### config.mk
export PLATFORM = sky130hd
export DESIGN_NAME = bitmap_block_allocator_flat
export DESIGN_NICKNAME = d
export VERILOG_FILES = /design/src/rtl/bba_pkg.sv /design/src/rtl/bba_in_if.sv /design/src/rtl/bba_out_if.sv /design/src/rtl/bitmap_block_allocator.sv /design/src/rtl/bba_ram.sv /design/src/rtl/bba_word_unit.sv /design/src/flat_wrapper.sv
export SDC_FILE = /design/constraint.sdc
export NUM_CORES = 2
export LEC_CHECK = 0
export BUFFER_PORTS_ARGS = -buffer_cell sky130_fd_sc_hd__buf_4
export CORE_ASPECT_RATIO = 1.5
export CORE_MARGIN = 2
export CORE_UTILIZATION = 46
export DETAILED_ROUTE_END_ITERATION = 8
export PLACE_DENSITY = 0.7
export SLEW_MARGIN = 5
export SYNTH_ARGS = -nofsm -noshare
export SYNTH_HDL_FRONTEND = slang
export SYNTH_SLANG_ARGS = --single-unit
### constraint.sdc
create_clock -name clk -period 17.9 [get_ports clk]
set_clock_uncertainty 0.15 [all_clocks]
set_input_delay 0.895 -clock clk [delete_from_list [all_inputs] [get_ports clk]]
set_output_delay 0.895 -clock clk [all_outputs]
set_load 0.03 [all_outputs]
### src/rtl/bba_pkg.sv
package bba_pkg;

  // map geometry
  localparam int MAP_BLOCKS = 1024;
  localparam int MAX_BATCH  = 16;
  localparam int WORD_W     = 32;
  localparam int ROWS       = MAP_BLOCKS / WORD_W;
  localparam int ROW_W      = $clog2(ROWS);
  localparam int BIT_W      = $clog2(WORD_W);

  // field and register widths
  localparam int IDX_W      = 10;
  localparam int NBLK_W     = 11;
  localparam int RF_W       = 10;
  localparam int RC_W       = 7;
  localparam int OP_W       = 2;
  localparam int COUNT_W    = 5;
  localparam int ST_W       = 2;
  localparam int CFG_W      = 11;
  localparam int CFG_IDX_W  = 2;

  // batch bookkeeping
  localparam int LEN_W      = $clog2(MAX_BATCH + 1);
  localparam int BL_W       = (MAX_BATCH > 1) ? $clog2(MAX_BATCH) : 1;

  typedef enum logic [OP_W-1:0] {
    OP_INIT  = 2'd0,
    OP_ALLOC = 2'd1,
    OP_FREE  = 2'd2,
    OP_UNDO  = 2'd3
  } op_t;

  typedef enum logic [ST_W-1:0] {
    ST_OK        = 2'd0,
    ST_FULL      = 2'd1,
    ST_INIT_FAIL = 2'd2,
    ST_RANGE     = 2'd3
  } status_t;

  typedef enum logic [CFG_IDX_W-1:0] {
    CFG_BLOCK_COUNT    = 2'd0,
    CFG_RESERVED_FIRST = 2'd1,
    CFG_RESERVED_COUNT = 2'd2
  } cfg_idx_t;

  typedef enum logic [3:0] {
    S_IDLE,
    S_INIT_SET,
    S_ALLOC_RD,
    S_ALLOC_MOD,
    S_FREE_RD,
    S_FREE_MOD,
    S_UNDO_RD,
    S_UNDO_MOD,
    S_REPORT
  } state_t;

  // word modify unit
  typedef enum logic [1:0] {
    WOP_SET_FIRST,
    WOP_CLR_BIT,
    WOP_SET_MASK
  } wop_t;

  typedef struct packed {
    wop_t             op;
    logic             valid;
    logic [BIT_W-1:0] lo;
    logic [BIT_W-1:0] hi;
  } wcmd_t;

  typedef struct packed {
    logic [WORD_W-1:0] word;
    logic              full;
    logic [BIT_W-1:0]  free_bit;
  } wres_t;

endpackage

### src/rtl/bba_in_if.sv
interface bba_in_if;
  logic                       valid;
  logic                       ready;
  logic [bba_pkg::OP_W-1:0]    op;
  logic [bba_pkg::COUNT_W-1:0] count;
  logic [bba_pkg::IDX_W-1:0]   block_index;

  modport source (output valid, op, count, block_index, input ready);
  modport sink   (input valid, op, count, block_index, output ready);
endinterface

### src/rtl/bba_out_if.sv
interface bba_out_if;
  logic                     valid;
  logic                     ready;
  logic [bba_pkg::IDX_W-1:0] block;
  logic [bba_pkg::ST_W-1:0]  status;
  logic                     last;

  modport source (output valid, block, status, last, input ready);
  modport sink   (input valid, block, status, last, output ready);
endinterface

### src/rtl/bitmap_block_allocator.sv
// First-fit bitmap block allocator. The used map lives in a RAM of 32 rows of
// 32 bits; a per-row "full" flag picks the lowest row with a free block
// combinationally, and one shared word unit finds the free bit and writes the
// row back. Per-row valid flags are cleared at reset and by init, so there is
// no clearing pass. Allocate reads a row, then modifies and writes it back
// through the RAM port, for each block; free reads the row, modifies and writes
// it back, then reports; undo does the same for each block of the last batch,
// then reports; init writes each map row touched by the reserved run (at most
// 5), then reports. Allocate with count zero gives no result. The input is held
// off while an item is in progress; one output register holds a result until
// taken, and a waiting result stalls the sequence. Configuration is taken at
// any time but must only change between items.
module bitmap_block_allocator (
  input  logic                            clk,
  input  logic                            rst,
  input  logic                            cfg_we,
  input  logic [bba_pkg::CFG_IDX_W-1:0]   cfg_index,
  input  logic [bba_pkg::CFG_W-1:0]       cfg_data,
  bba_in_if.sink                          req,
  bba_out_if.source                       rsp
);

  // configuration
  logic [bba_pkg::NBLK_W-1:0] block_count;
  logic [bba_pkg::RF_W-1:0]   reserved_first;
  logic [bba_pkg::RC_W-1:0]   reserved_count;

  // sequencer
  bba_pkg::state_t            state, state_next;
  logic [bba_pkg::ROW_W-1:0]  row, row_next;
  logic [bba_pkg::BIT_W-1:0]  bit_sel, bit_sel_next;
  logic [bba_pkg::LEN_W-1:0]  target, target_next;
  logic [bba_pkg::LEN_W-1:0]  len, len_next;
  logic [bba_pkg::BL_W-1:0]   uidx, uidx_next;
  bba_pkg::status_t           rep_status, rep_status_next;

  // map bookkeeping
  logic [bba_pkg::ROWS-1:0]   row_valid;
  logic [bba_pkg::ROWS-1:0]   full;
  logic [bba_pkg::IDX_W-1:0]  blist [bba_pkg::MAX_BATCH];
  logic                       blist_we;
  logic                       map_clear;
  logic                       ram_we;
  logic [bba_pkg::ROW_W-1:0]  ram_raddr;
  logic [bba_pkg::WORD_W-1:0] ram_rdata;
  bba_pkg::wcmd_t             wcmd;
  bba_pkg::wres_t             wres;

  // output register
  logic                       out_valid;
  logic [bba_pkg::IDX_W-1:0]  out_block;
  bba_pkg::status_t           out_status;
  logic                       out_last;
  logic                       emit;
  logic [bba_pkg::IDX_W-1:0]  emit_block;
  bba_pkg::status_t           emit_status;
  logic                       emit_last;
  logic                       out_free;

  // derived values
  logic [bba_pkg::NBLK_W-1:0] n_eff;
  logic [bba_pkg::NBLK_W-1:0] run_top;
  logic [bba_pkg::NBLK_W-1:0] run_end;
  logic [bba_pkg::ROW_W-1:0]  first_row;
  logic [bba_pkg::ROW_W-1:0]  end_row;
  logic [bba_pkg::ROW_W-1:0]  free_row;
  logic [bba_pkg::LEN_W-1:0]  count_sat;
  logic [bba_pkg::IDX_W-1:0]  alloc_b;
  logic [bba_pkg::IDX_W-1:0]  undo_b;
  logic                       alloc_done;

  assign n_eff = (block_count > bba_pkg::NBLK_W'(bba_pkg::MAP_BLOCKS)) ?
                 bba_pkg::NBLK_W'(bba_pkg::MAP_BLOCKS) : block_count;

  // reserved run [first, top), last block at run_end
  assign run_top   = bba_pkg::NBLK_W'(reserved_first) + bba_pkg::NBLK_W'(reserved_count);
  assign run_end   = run_top - bba_pkg::NBLK_W'(1);
  assign first_row = reserved_first[bba_pkg::RF_W-1 -: bba_pkg::ROW_W];
  assign end_row   = run_end[bba_pkg::BIT_W +: bba_pkg::ROW_W];

  assign count_sat = (32'(req.count) > 32'(bba_pkg::MAX_BATCH)) ?
                     bba_pkg::LEN_W'(bba_pkg::MAX_BATCH) : bba_pkg::LEN_W'(req.count);

  assign alloc_b    = {row, wres.free_bit};
  assign alloc_done = (len + bba_pkg::LEN_W'(1)) == target;
  assign undo_b     = blist[uidx];
  assign out_free   = !out_valid || rsp.ready;

  // lowest row that still holds a free block
  always_comb begin
    free_row = '0;
    for (int r = bba_pkg::ROWS - 1; r >= 0; r--) begin
      if (!full[r]) begin
        free_row = bba_pkg::ROW_W'(r);
      end
    end
  end

  bba_ram #(
    .WIDTH (bba_pkg::WORD_W),
    .DEPTH (bba_pkg::ROWS)
  ) map_ram (
    .clk   (clk),
    .we    (ram_we),
    .waddr (row),
    .wdata (wres.word),
    .raddr (ram_raddr),
    .rdata (ram_rdata)
  );

  bba_word_unit word_unit (
    .cmd   (wcmd),
    .rdata (ram_rdata),
    .res   (wres)
  );

  assign req.ready  = (state == bba_pkg::S_IDLE);
  assign rsp.valid  = out_valid;
  assign rsp.block  = out_block;
  assign rsp.status = out_status;
  assign rsp.last   = out_last;

  // state register and control
  always_ff @(posedge clk) begin
    if (rst) begin
      state          <= bba_pkg::S_IDLE;
      len            <= '0;
      row_valid      <= '0;
      full           <= '0;
      out_valid      <= 1'b0;
      block_count    <= bba_pkg::NBLK_W'(1024);
      reserved_first <= '0;
      reserved_count <= '0;
    end else begin
      state <= state_next;
      len   <= len_next;
      if (map_clear) begin
        row_valid <= '0;
        full      <= '0;
      end else if (ram_we) begin
        row_valid[row] <= 1'b1;
        full[row]      <= wres.full;
      end
      if (emit) begin
        out_valid <= 1'b1;
      end else if (rsp.ready) begin
        out_valid <= 1'b0;
      end
      if (cfg_we) begin
        case (bba_pkg::cfg_idx_t'(cfg_index))
          bba_pkg::CFG_BLOCK_COUNT:    block_count    <= cfg_data[bba_pkg::NBLK_W-1:0];
          bba_pkg::CFG_RESERVED_FIRST: reserved_first <= cfg_data[bba_pkg::RF_W-1:0];
          bba_pkg::CFG_RESERVED_COUNT: reserved_count <= cfg_data[bba_pkg::RC_W-1:0];
          default: ;
        endcase
      end
    end
  end

  // datapath registers, no reset needed
  always_ff @(posedge clk) begin
    row        <= row_next;
    bit_sel    <= bit_sel_next;
    target     <= target_next;
    uidx       <= uidx_next;
    rep_status <= rep_status_next;
    if (blist_we) begin
      blist[len[bba_pkg::BL_W-1:0]] <= alloc_b;
    end
    if (emit) begin
      out_block  <= emit_block;
      out_status <= emit_status;
      out_last   <= emit_last;
    end
  end

  // sequencer
  always_comb begin
    state_next      = state;
    row_next        = row;
    bit_sel_next    = bit_sel;
    target_next     = target;
    len_next        = len;
    uidx_next       = uidx;
    rep_status_next = rep_status;
    ram_raddr       = row;
    ram_we          = 1'b0;
    map_clear       = 1'b0;
    blist_we        = 1'b0;
    emit            = 1'b0;
    emit_block      = '0;
    emit_status     = bba_pkg::ST_OK;
    emit_last       = 1'b1;
    wcmd.op         = bba_pkg::WOP_CLR_BIT;
    wcmd.valid      = row_valid[row];
    wcmd.lo         = bit_sel;
    wcmd.hi         = bit_sel;

    case (state)
      bba_pkg::S_IDLE: begin
        if (req.valid) begin
          case (bba_pkg::op_t'(req.op))
            bba_pkg::OP_INIT: begin
              if (run_top > n_eff) begin
                rep_status_next = bba_pkg::ST_INIT_FAIL;
                state_next      = bba_pkg::S_REPORT;
              end else begin
                map_clear       = 1'b1;
                rep_status_next = bba_pkg::ST_OK;
                row_next        = first_row;
                state_next      = (reserved_count == '0) ? bba_pkg::S_REPORT
                                                         : bba_pkg::S_INIT_SET;
              end
            end
            bba_pkg::OP_ALLOC: begin
              len_next    = '0;
              target_next = count_sat;
              // zero count: empty batch, no transaction out
              if (count_sat != '0) begin
                state_next = bba_pkg::S_ALLOC_RD;
              end
            end
            bba_pkg::OP_FREE: begin
              if (bba_pkg::NBLK_W'(req.block_index) >= n_eff) begin
                rep_status_next = bba_pkg::ST_RANGE;
                state_next      = bba_pkg::S_REPORT;
              end else begin
                rep_status_next = bba_pkg::ST_OK;
                row_next        = req.block_index[bba_pkg::IDX_W-1 -: bba_pkg::ROW_W];
                bit_sel_next    = req.block_index[bba_pkg::BIT_W-1:0];
                state_next      = bba_pkg::S_FREE_RD;
              end
            end
            bba_pkg::OP_UNDO: begin
              rep_status_next = bba_pkg::ST_OK;
              uidx_next       = '0;
              state_next      = (len == '0) ? bba_pkg::S_REPORT : bba_pkg::S_UNDO_RD;
            end
            default: ;
          endcase
        end
      end

      bba_pkg::S_INIT_SET: begin
        // fresh row after the clear: write the slice of the run in this row
        wcmd.op    = bba_pkg::WOP_SET_MASK;
        wcmd.lo    = (row == first_row) ? reserved_first[bba_pkg::BIT_W-1:0] : '0;
        wcmd.hi    = (row == end_row) ? run_end[bba_pkg::BIT_W-1:0] : '1;
        ram_we     = 1'b1;
        if (row == end_row) begin
          state_next = bba_pkg::S_REPORT;
        end else begin
          row_next = row + bba_pkg::ROW_W'(1);
        end
      end

      bba_pkg::S_ALLOC_RD: begin
        if (&full) begin
          rep_status_next = bba_pkg::ST_FULL;
          state_next      = bba_pkg::S_REPORT;
        end else begin
          ram_raddr  = free_row;
          row_next   = free_row;
          state_next = bba_pkg::S_ALLOC_MOD;
        end
      end

      bba_pkg::S_ALLOC_MOD: begin
        wcmd.op = bba_pkg::WOP_SET_FIRST;
        if (out_free) begin
          emit = 1'b1;
          if (bba_pkg::NBLK_W'(alloc_b) >= n_eff) begin
            // lowest free block lies past the managed range
            emit_status = bba_pkg::ST_FULL;
            state_next  = bba_pkg::S_IDLE;
          end else begin
            ram_we     = 1'b1;
            blist_we   = 1'b1;
            len_next   = len + bba_pkg::LEN_W'(1);
            emit_block = alloc_b;
            emit_last  = alloc_done;
            state_next = alloc_done ? bba_pkg::S_IDLE : bba_pkg::S_ALLOC_RD;
          end
        end
      end

      bba_pkg::S_FREE_RD: begin
        state_next = bba_pkg::S_FREE_MOD;
      end

      bba_pkg::S_FREE_MOD: begin
        ram_we     = 1'b1;
        state_next = bba_pkg::S_REPORT;
      end

      bba_pkg::S_UNDO_RD: begin
        row_next     = undo_b[bba_pkg::IDX_W-1 -: bba_pkg::ROW_W];
        bit_sel_next = undo_b[bba_pkg::BIT_W-1:0];
        ram_raddr    = undo_b[bba_pkg::IDX_W-1 -: bba_pkg::ROW_W];
        state_next   = bba_pkg::S_UNDO_MOD;
      end

      bba_pkg::S_UNDO_MOD: begin
        ram_we = 1'b1;
        if ((bba_pkg::LEN_W'(uidx) + bba_pkg::LEN_W'(1)) == len) begin
          len_next   = '0;
          state_next = bba_pkg::S_REPORT;
        end else begin
          uidx_next  = uidx + bba_pkg::BL_W'(1);
          state_next = bba_pkg::S_UNDO_RD;
        end
      end

      bba_pkg::S_REPORT: begin
        if (out_free) begin
          emit        = 1'b1;
          emit_status = rep_status;
          state_next  = bba_pkg::S_IDLE;
        end
      end

      default: begin
        state_next = bba_pkg::S_IDLE;
      end
    endcase
  end

`ifndef SYNTHESIS
  // the row picked for allocation must have had a free block
  a_alloc_row_not_full: assert property (@(posedge clk) disable iff (rst)
    (state == bba_pkg::S_ALLOC_MOD) |-> !full[row])
    else $error("allocation picked a full row");

  // a written row is live afterwards, so later reads see its data
  a_row_valid_after_write: assert property (@(posedge clk) disable iff (rst)
    (ram_we && !map_clear) |=> row_valid[$past(row)])
    else $error("written row not marked valid");

  // an allocated block handed out lies within the managed range
  a_block_in_range: assert property (@(posedge clk) disable iff (rst)
    (rsp.valid && (rsp.status == bba_pkg::ST_OK) && (rsp.block != '0))
      |-> (bba_pkg::NBLK_W'(rsp.block) < n_eff))
    else $error("allocated block beyond block count");
`endif

endmodule

### src/rtl/bba_ram.sv
module bba_ram #(
  parameter int WIDTH = 32,
  parameter int DEPTH = 32
) (
  input  logic                     clk,
  input  logic                     we,
  input  logic [$clog2(DEPTH)-1:0] waddr,
  input  logic [WIDTH-1:0]         wdata,
  input  logic [$clog2(DEPTH)-1:0] raddr,
  output logic [WIDTH-1:0]         rdata
);

  logic [WIDTH-1:0] mem [DEPTH];

  always_ff @(posedge clk) begin
    if (we) begin
      mem[waddr] <= wdata;
    end
    rdata <= mem[raddr];
  end

endmodule

### src/rtl/bba_word_unit.sv
// Shared modify unit for one map word: first-free search, bit set/clear, run mask.
module bba_word_unit (
  input  bba_pkg::wcmd_t                cmd,
  input  logic [bba_pkg::WORD_W-1:0]    rdata,
  output bba_pkg::wres_t                res
);

  logic [bba_pkg::WORD_W-1:0] cur;
  logic [bba_pkg::WORD_W-1:0] mask;
  logic [bba_pkg::WORD_W-1:0] nw;
  logic [bba_pkg::BIT_W-1:0]  free_bit;

  always_comb begin
    // a row never written since the last clear reads as all free
    cur = cmd.valid ? rdata : '0;

    free_bit = '0;
    for (int i = bba_pkg::WORD_W - 1; i >= 0; i--) begin
      if (!cur[i]) begin
        free_bit = bba_pkg::BIT_W'(i);
      end
    end

    mask = ({bba_pkg::WORD_W{1'b1}} << cmd.lo) &
           ({bba_pkg::WORD_W{1'b1}} >> (bba_pkg::BIT_W'(bba_pkg::WORD_W - 1) - cmd.hi));

    case (cmd.op)
      bba_pkg::WOP_SET_FIRST: nw = cur | (bba_pkg::WORD_W'(1) << free_bit);
      bba_pkg::WOP_CLR_BIT:   nw = cur & ~(bba_pkg::WORD_W'(1) << cmd.lo);
      bba_pkg::WOP_SET_MASK:  nw = cur | mask;
      default:                nw = cur;
    endcase

    res.word     = nw;
    res.full     = &nw;
    res.free_bit = free_bit;
  end

endmodule
### src/flat_wrapper.sv
// flat-port wrapper written by rule: the top's interface ports become plain ports
module bitmap_block_allocator_flat 
  (clk, rst, cfg_we, cfg_index, cfg_data, req_valid, req_op, req_count, req_block_index, req_ready, rsp_valid, rsp_block, rsp_status, rsp_last, rsp_ready);
  bba_in_if req_i ();
  bba_out_if rsp_i ();
  input  logic clk;
  input  logic rst;
  input  logic cfg_we;
  input  logic [bba_pkg::CFG_IDX_W-1:0] cfg_index;
  input  logic [bba_pkg::CFG_W-1:0] cfg_data;
  input wire logic [$bits(req_i.valid)-1:0] req_valid;
  input wire logic [$bits(req_i.op)-1:0] req_op;
  input wire logic [$bits(req_i.count)-1:0] req_count;
  input wire logic [$bits(req_i.block_index)-1:0] req_block_index;
  output wire logic [$bits(req_i.ready)-1:0] req_ready;
  output wire logic [$bits(rsp_i.valid)-1:0] rsp_valid;
  output wire logic [$bits(rsp_i.block)-1:0] rsp_block;
  output wire logic [$bits(rsp_i.status)-1:0] rsp_status;
  output wire logic [$bits(rsp_i.last)-1:0] rsp_last;
  input wire logic [$bits(rsp_i.ready)-1:0] rsp_ready;
  assign req_i.valid = req_valid;
  assign req_i.op = req_op;
  assign req_i.count = req_count;
  assign req_i.block_index = req_block_index;
  assign req_ready = req_i.ready;
  assign rsp_valid = rsp_i.valid;
  assign rsp_block = rsp_i.block;
  assign rsp_status = rsp_i.status;
  assign rsp_last = rsp_i.last;
  assign rsp_i.ready = rsp_ready;
  bitmap_block_allocator u_core (.clk(clk), .rst(rst), .cfg_we(cfg_we), .cfg_index(cfg_index), .cfg_data(cfg_data), .req(req_i), .rsp(rsp_i));
endmodule
; Word level (Yosys, flattened, before mapping)
; Memories as Yosys holds them, arrays and structs flattened. A register that Yosys moved wholly into a read port is not among the register bits.
; Cells that the tools add are included.
[totals]
reg_bits = 136
input_bits = 35
n_memories = 2
output_inout_bits = 15
ram_bits = 1184
[memory_table]
columns = name, words, width, rd, rd_clocked_by_memory_dff, write_ports, line_no
row1 = u_core.map_ram.mem, 32, 32, 1, 1, 1, bba_ram.sv:13  ; logic [WIDTH-1:0] mem [DEPTH];
row2 = u_core.blist, 16, 10, 1, 1, 1, bitmap_block_allocator.sv:40  ; logic [bba_pkg::IDX_W-1:0] blist [bba_pkg::MAX_BATCH];
[classes]
eq_ne = 37
n_mux = 141
order_cmp = 7
reduce_logical = 32
add_sub_neg = 7
n_shift = 4
bitwise_logic = 8
[op_table]
columns = cell, n
row1 = two-way mux 5 bit, 80
row2 = bitwise OR 32 bit, 3
row3 = one-hot mux 32 bit (3 select lines), 1
row4 = bitwise AND 32 bit, 2
row5 = two-way mux 4 bit, 16
row6 = AND reduction 32 bit, 2
row7 = "<< shifter 1 x 5 -> 32 bit, first input constant", 2
row8 = one-hot mux 4 bit (9 select lines), 1
row9 = bitwise mux 32 bit, 1
row10 = two-way mux 32 bit, 1
row11 = inverter 32 bit, 1
row12 = "<< shifter 32 x 5 -> 32 bit, first input constant", 1
row13 = ">> shifter 32 x 5 -> 32 bit, first input constant", 1
row14 = one-hot mux 5 bit (2 select lines), 3
row15 = greater-or-equal comparator 10 x 11 -> 1 bit, 2
row16 = == test 5 bit, 4
row17 = one-hot mux 5 bit (4 select lines), 1
row18 = two-way mux 1 bit, 18
row19 = "== test 4 x 3 -> 1 bit, second input constant", 4
row20 = "!= test 2 x 1 -> 1 bit, second input constant", 8
row21 = one-hot mux 4 bit (4 select lines), 1
row22 = one-hot mux 5 bit (3 select lines), 1
row23 = two-way mux 2 bit, 7
row24 = one-hot mux 2 bit (2 select lines), 3
row25 = 47 further kinds, 72

; Logic depth before layout (Yosys ltp)
[depth]
word_depth = 41
depth_mapped = 23
depth_no_buf = 19

; Hierarchy
; Synthesis repeated with hierarchy kept, for this count alone.
[hier_totals]
hier_cells = 3848
area_unflattened_um2 = 57279.9
[modules_own_cells]
columns = module, seq_area_each_um2, cells_per_inst, n_inst, area_each_um2
row1 = bba_ram, 31390.1, 2260, 1, 40492.6
row2 = bitmap_block_allocator, 7947.6, 1175, 1, 14336.2
row3 = bba_word_unit, 0.0, 413, 1, 2451.1

; Least setup slack after synthesis
; OpenSTA, ideal clock, no wires.
[synth_path]
path_kind = flip-flop to flip-flop
start = reg u_core.row[1] in the netlist's numbering
end = mem u_core.map_ram.mem[3][0], enable pin
path_stages_with_launch = 22
path_buffers = 5
arrival_ns = 5.971
setup_slack_ns = 11.352
setup_time_ns = 0.427
cell_sequence = edfxtp_1 buf_2 mux2i_1 o22ai_1 or4_4 a221o_2 buf_6 clkbuf_8 clkbuf_8 clkbuf_1 nand2b_1 nor2_1 ha_1 a21oi_1 o41ai_1 a31oi_1 nor2b_1 o2111ai_1 a21oi_1 nor2_1 o21ai_1 nor2_1
[synth_via]
elab_chain_cells = 41
[synth_lines]
columns = element, line_no
row1 = "start, declared", bitmap_block_allocator.sv:30  ; logic [bba_pkg::ROW_W-1:0] row, row_next;
row2 = "start signal, assigned", bitmap_block_allocator.sv:162  ; row <= row_next;
row3 = binary-select mux 1 bit (select 5 bit) *, bitmap_block_allocator.sv:195  ; wcmd.valid = row_valid[row];
row4 = two-way mux 1 bit (implied by the code) *, bitmap_block_allocator.sv:195
row5 = two-way mux 32 bit *, bba_word_unit.sv:15  ; cur = cmd.valid ? rdata : '0;
row6 = two-way mux 5 bit (31 in a row), bba_word_unit.sv:19  ; if (!cur[i]) begin
row7 = two-way mux 5 bit *, bba_word_unit.sv:19
row8 = net u_core.word_unit.free_bit (one bit), bba_word_unit.sv:11  ; logic [bba_pkg::BIT_W-1:0] free_bit;
row9 = greater-or-equal comparator 10 x 11 -> 1 bit *, bitmap_block_allocator.sv:272  ; if (bba_pkg::NBLK_W'(alloc_b) >= n_eff) begin
row10 = two-way mux 1 bit *, bitmap_block_allocator.sv:272
row11 = two-way mux 1 bit *, bitmap_block_allocator.sv:270  ; if (out_free) begin
row12 = one-hot mux 1 bit (2 select lines) *, bitmap_block_allocator.sv:199  ; case (state)
row13 = two-way mux 1 bit *, bba_ram.sv:16  ; if (we) begin
row14 = two-way mux 1 bit (implied by the code) *, bba_ram.sv:17  ; mem[waddr] <= wdata;
row15 = "end, declared", bba_ram.sv:13
; The timed path passes the listed nets; every way through them passes the cells marked *. The select of a mux whose other input is x is not followed.

; Worst setup path after layout
[layout_path]
start = reg u_core.row[1] in the netlist's numbering
end = reg u_core.full[26] in the netlist's numbering
[layout_via]
elab_chain_cells = 40
word_cells_on_any_way = 62
cone_classes = add/sub (1) / order compare (3) / eq/ne (2) / shift (4) / mux (45) / bitwise (5) / reduce/logical (2)
[layout_lines]
columns = element, line_no
row1 = binary-select mux 1 bit (select 5 bit) *, bitmap_block_allocator.sv:195
row2 = two-way mux 1 bit (implied by the code) *, bitmap_block_allocator.sv:195
row3 = two-way mux 32 bit *, bba_word_unit.sv:15
row4 = two-way mux 5 bit (31 in a row), bba_word_unit.sv:19
row5 = two-way mux 5 bit *, bba_word_unit.sv:19
row6 = net u_core.word_unit.free_bit (one bit), bba_word_unit.sv:11
row7 = branches (longest 5 deep; another with greater-or-equal comparator 10 x 11 -> 1 bit), --
row8 = "end signal, assigned by index", bitmap_block_allocator.sv:142  ; full[row] <= wres.full;
row9 = "end, declared", bitmap_block_allocator.sv:39  ; logic [bba_pkg::ROWS-1:0] full;
; Mark *: on every way through the listed nets, which the timed path passes. The select of a mux whose other input is x is not followed.
; A chain may end at the register's enable or synchronous reset.

==> impl_metrics.json <==
{
  "status": "complete, no violations",
  "grt-ovfl-total": 0,
  "ys.flop_type": "edfxtp_1",
  "startpoint_type": "flop",
  "fp.dieH_microns": 436,
  "viasPerCell": 6.23,
  "die_w_microns": 292,
  "clk_latency_ns": 0.76,
  "synth.ff_latch_count": 1356,
  "syn_area_per_cell_sq_um": 13.1,
  "io_buffers": 49,
  "syn_nets": 4427,
  "placed_area_sq_um": 59600,
  "drt_first_pass_iters": 6,
  "r2r_slack_ns": 10.42,
  "startpoint": "u_core.row[1]",
  "yosysTopAreaCell": "edfxtp_1",
  "netlist.area_leader.share": 0.640,
  "routed_wl_microns": 169000,
  "finalHoldViolCount": 0,
  "grt_pass1_wl_microns": 248000,
  "final_cell_area_sq_um": 63400,
  "dp_hpwl_microns": 108000,
  "period_needed_ns": 7.48,
  "tritoncts": "done",
  "initial_core_util": 0.463,
  "hold_path.class": "in -> reg",
  "r2r_end": "u_core.full[26]",
  "cts_sinks": 1356,
  "finalSetupViolations": 0,
  "final.period_utilization": 0.418,
  "cp_max_fo": 48,
  "slew_viol_final": 0,
  "postCtsHoldBufs": 0,
  "cp.required_ns": 18.36,
  "globalRouteTotalUtil": 0.264,
  "cts_max_level": 3,
  "gp_congestion": 0.999,
  "synth_warnings": 0,
  "crit_type": "reg -> reg",
  "reg2reg_depth": 20,
  "ioPinCount": 50,
  "antenna_found_initial": 8,
  "ctsResizeCount": 0,
  "vias": 37700,
  "rsz0062_at_grt": "false",
  "rr_startpoint": "u_core.row[1]",
  "drive_above_1_share": 0.118,
  "synth-async-reset-ratio": 0,
  "cts_root_buffer": "clkbuf_16",
  "cp.arrival_ns": 7.95,
  "drv_cap": 0,
  "ant_nets": 0,
  "multi_input_area_sq_um": 17000,
  "synth.area.top_cells": "edfxtp_1 64%, nand2_1 6.0%, dfxtp_1 4.8%",
  "drc": 0,
  "dieArea_sq_um": 127000,
  "synth_area_sq_um": 57100,
  "synthCells": 4344,
  "nFillCells": 10300,
  "irDropWorstVdd_uv": 207,
  "synth_common_cells": "1218 x edfxtp_1, 911 x nand2_1, 284 x a21oi_1, 200 x mux2i_1, 172 x nor2_1",
  "synth_edf_count": 1218,
  "clk_pin_slew_worst_paths_ns": 0.08,
  "tightest_slew_ns": 1.33,
  "timing.slew.headroom": 0.113,
  "post_cts.repair.setup_buffers": 0,
  "max-clock-path-buffers": 3,
  "yosysSeqAreaShare": 0.689,
  "max_freq_mhz": 134,
  "rows": 158,
  "grt_pass1_vias": 37100,
  "register_area_sq_um": 39300,
  "cts_made_buffers": 111,
  "drt-initial-drc-count": 4297,
  "fin_nets": 4435,
  "wl_per_cell_microns": 28.0,
  "grt_max_degree": 172,
  "leakage_nw": 21.3,
  "setup-tns-final_ns": 0,
  "crit_end": "u_core.full[26]",
  "core_sq_um": 123000,
  "cp-end-kind": "flop",
  "synth_most_common_cell": "edfxtp_1",
  "yosysUniqueCellTypes": 116,
  "area_delta_synth_final_pct": 11.0,
  "powerDensity_nw_per_um2": 153
}
==> layout by cell type, fill, tap and decap left out, types with 94 or more instances in the layout <==
cell	n
nand3_1	163
clkbuf_16	121
a21oi_1	279
buf_4	137
nor2_1	131
edfxtp_1	1218
o21ai_0	94
dfxtp_1	137
nand2_1	906
mux2i_1	200
==> stage by stage <==
| step | setup slack (ns) | hold WS, ns | power [W] | cells | utilization |
|---|---|---|---|---|---|
| after global routing | 10.07 | 0.209 | 0.00998 | 6050 | 0.514 |
| final | 10.42 | 0.185 | 0.00972 | 6050 | 0.514 |
| after global placement | 10.69 | 0.310 | 0.00712 | 5838 | 0.483 |
| after floorplan | 11.35 | 0.285 | 0.00577 | 4344 | - |
| after detailed placement | 10.61 | 0.303 | 0.00715 | 5838 | 0.483 |
| after CTS | 10.52 | 0.160 | 0.00966 | 6048 | 0.514 |
==> worst min path at each step <==
stage | startpoint | endpoint | depth (start not counted)
3_3_place_gp | u_core.row_valid[11] | u_core.row_valid[11] | 1
4_1_cts | cfg_data[10] | u_core.block_count[10] | 2
3_5_place_dp | u_core.row_valid[13] | u_core.row_valid[13] | 1
5_1_grt | req_count[4] | u_core.target[4] | 1
2_1_floorplan | u_core.row_valid[22] | u_core.row_valid[22] | 1
6_report | cfg_data[10] | u_core.block_count[10] | 2
==> critical path: stages (launching register included) <==
cell       delay [ns]
edfxtp_1         1.16
buf_4            0.44
mux2i_1          0.11
o22ai_1          0.20
or4_4            0.19
a221o_2          0.14
buf_4            0.45
nand2b_1         0.20
nor2_1           0.93
ha_1             0.39
a21oi_1          0.15
o41ai_1          0.10
a31oi_1          0.22
nor2b_1          0.07
o2111ai_1        0.17
a21oi_1          0.14
nor2_1           0.14
buf_4            0.24
o21ai_2          0.29
nor2_4           1.08
mux2i_1          0.33
==> sequential cells by signal (all words and copies together), names as in the netlist, named ones only <==
name                   flops
u_core.rsp.valid           1
u_core.rsp.status          2
u_core.rsp.block          10
u_core.len                 5
u_core.map_ram.mem      1024
u_core.rsp.last            1
u_core.target              5
u_core.blist             160
u_core.reserved_first     10
u_core.rep_status          2
u_core.row_valid          32
u_core.block_count        11
u_core.state               4
u_core.uidx                4
u_core.row                 5
u_core.bit_sel             5
u_core.reserved_count      7
u_core.full               32
u_core.map_ram.rdata      32
==> metal layers <==
| metal | global-route usage | routed length, microns |
|---|---|---|
| met1 | 0.306 | 59000 |
| met5 | 0 | 55 |
| met2 | 0.454 | 85600 |
| met4 | 0.165 | 11700 |
| met3 | 0.0442 | 13100 |
==> where the power goes <==
part | leakage [nW] | internal, W | switching, W | total [W]
Combinational | 7.11 | 0.000774 | 0.00238 | 0.00315
Clock | 1.87 | 0.00140 | 0.00115 | 0.00255
Sequential | 12.3 | 0.00386 | 0.000159 | 0.00402
Total | 21.3 | 0.00604 | 0.00368 | 0.00972
==> final cells by class <==
type                    instances  area share
flip-flops and latches       1356       0.620
repair buffers                140      0.0173
multi-input cells            2696       0.268
clock inverters                68      0.0103
clock buffers                 142      0.0498
diodes                          1   0.0000395
inverters                      47     0.00278
well taps                    1600      0.0316
==> logic make-up (layout without fill, tap and decap cells) <==
| kind of cell | after synthesis | in the layout | share of synthesized area |
|---|---|---|---|
| other | 0 | 1 | 0 |
| buffers and inverters | 292 | 397 | 0.0238 |
| flip-flops | 1356 | 1356 | 0.689 |
| AO/OA/AOI/OAI | 809 | 809 | 0.0926 |
| XOR/XNOR | 30 | 30 | 0.00537 |
| multiplexers | 260 | 260 | 0.0573 |
| adder cells (fa/ha/maj) | 48 | 48 | 0.0106 |
| AND/OR/NAND/NOR | 1549 | 1549 | 0.122 |
Power figures use the tool's default switching activity.
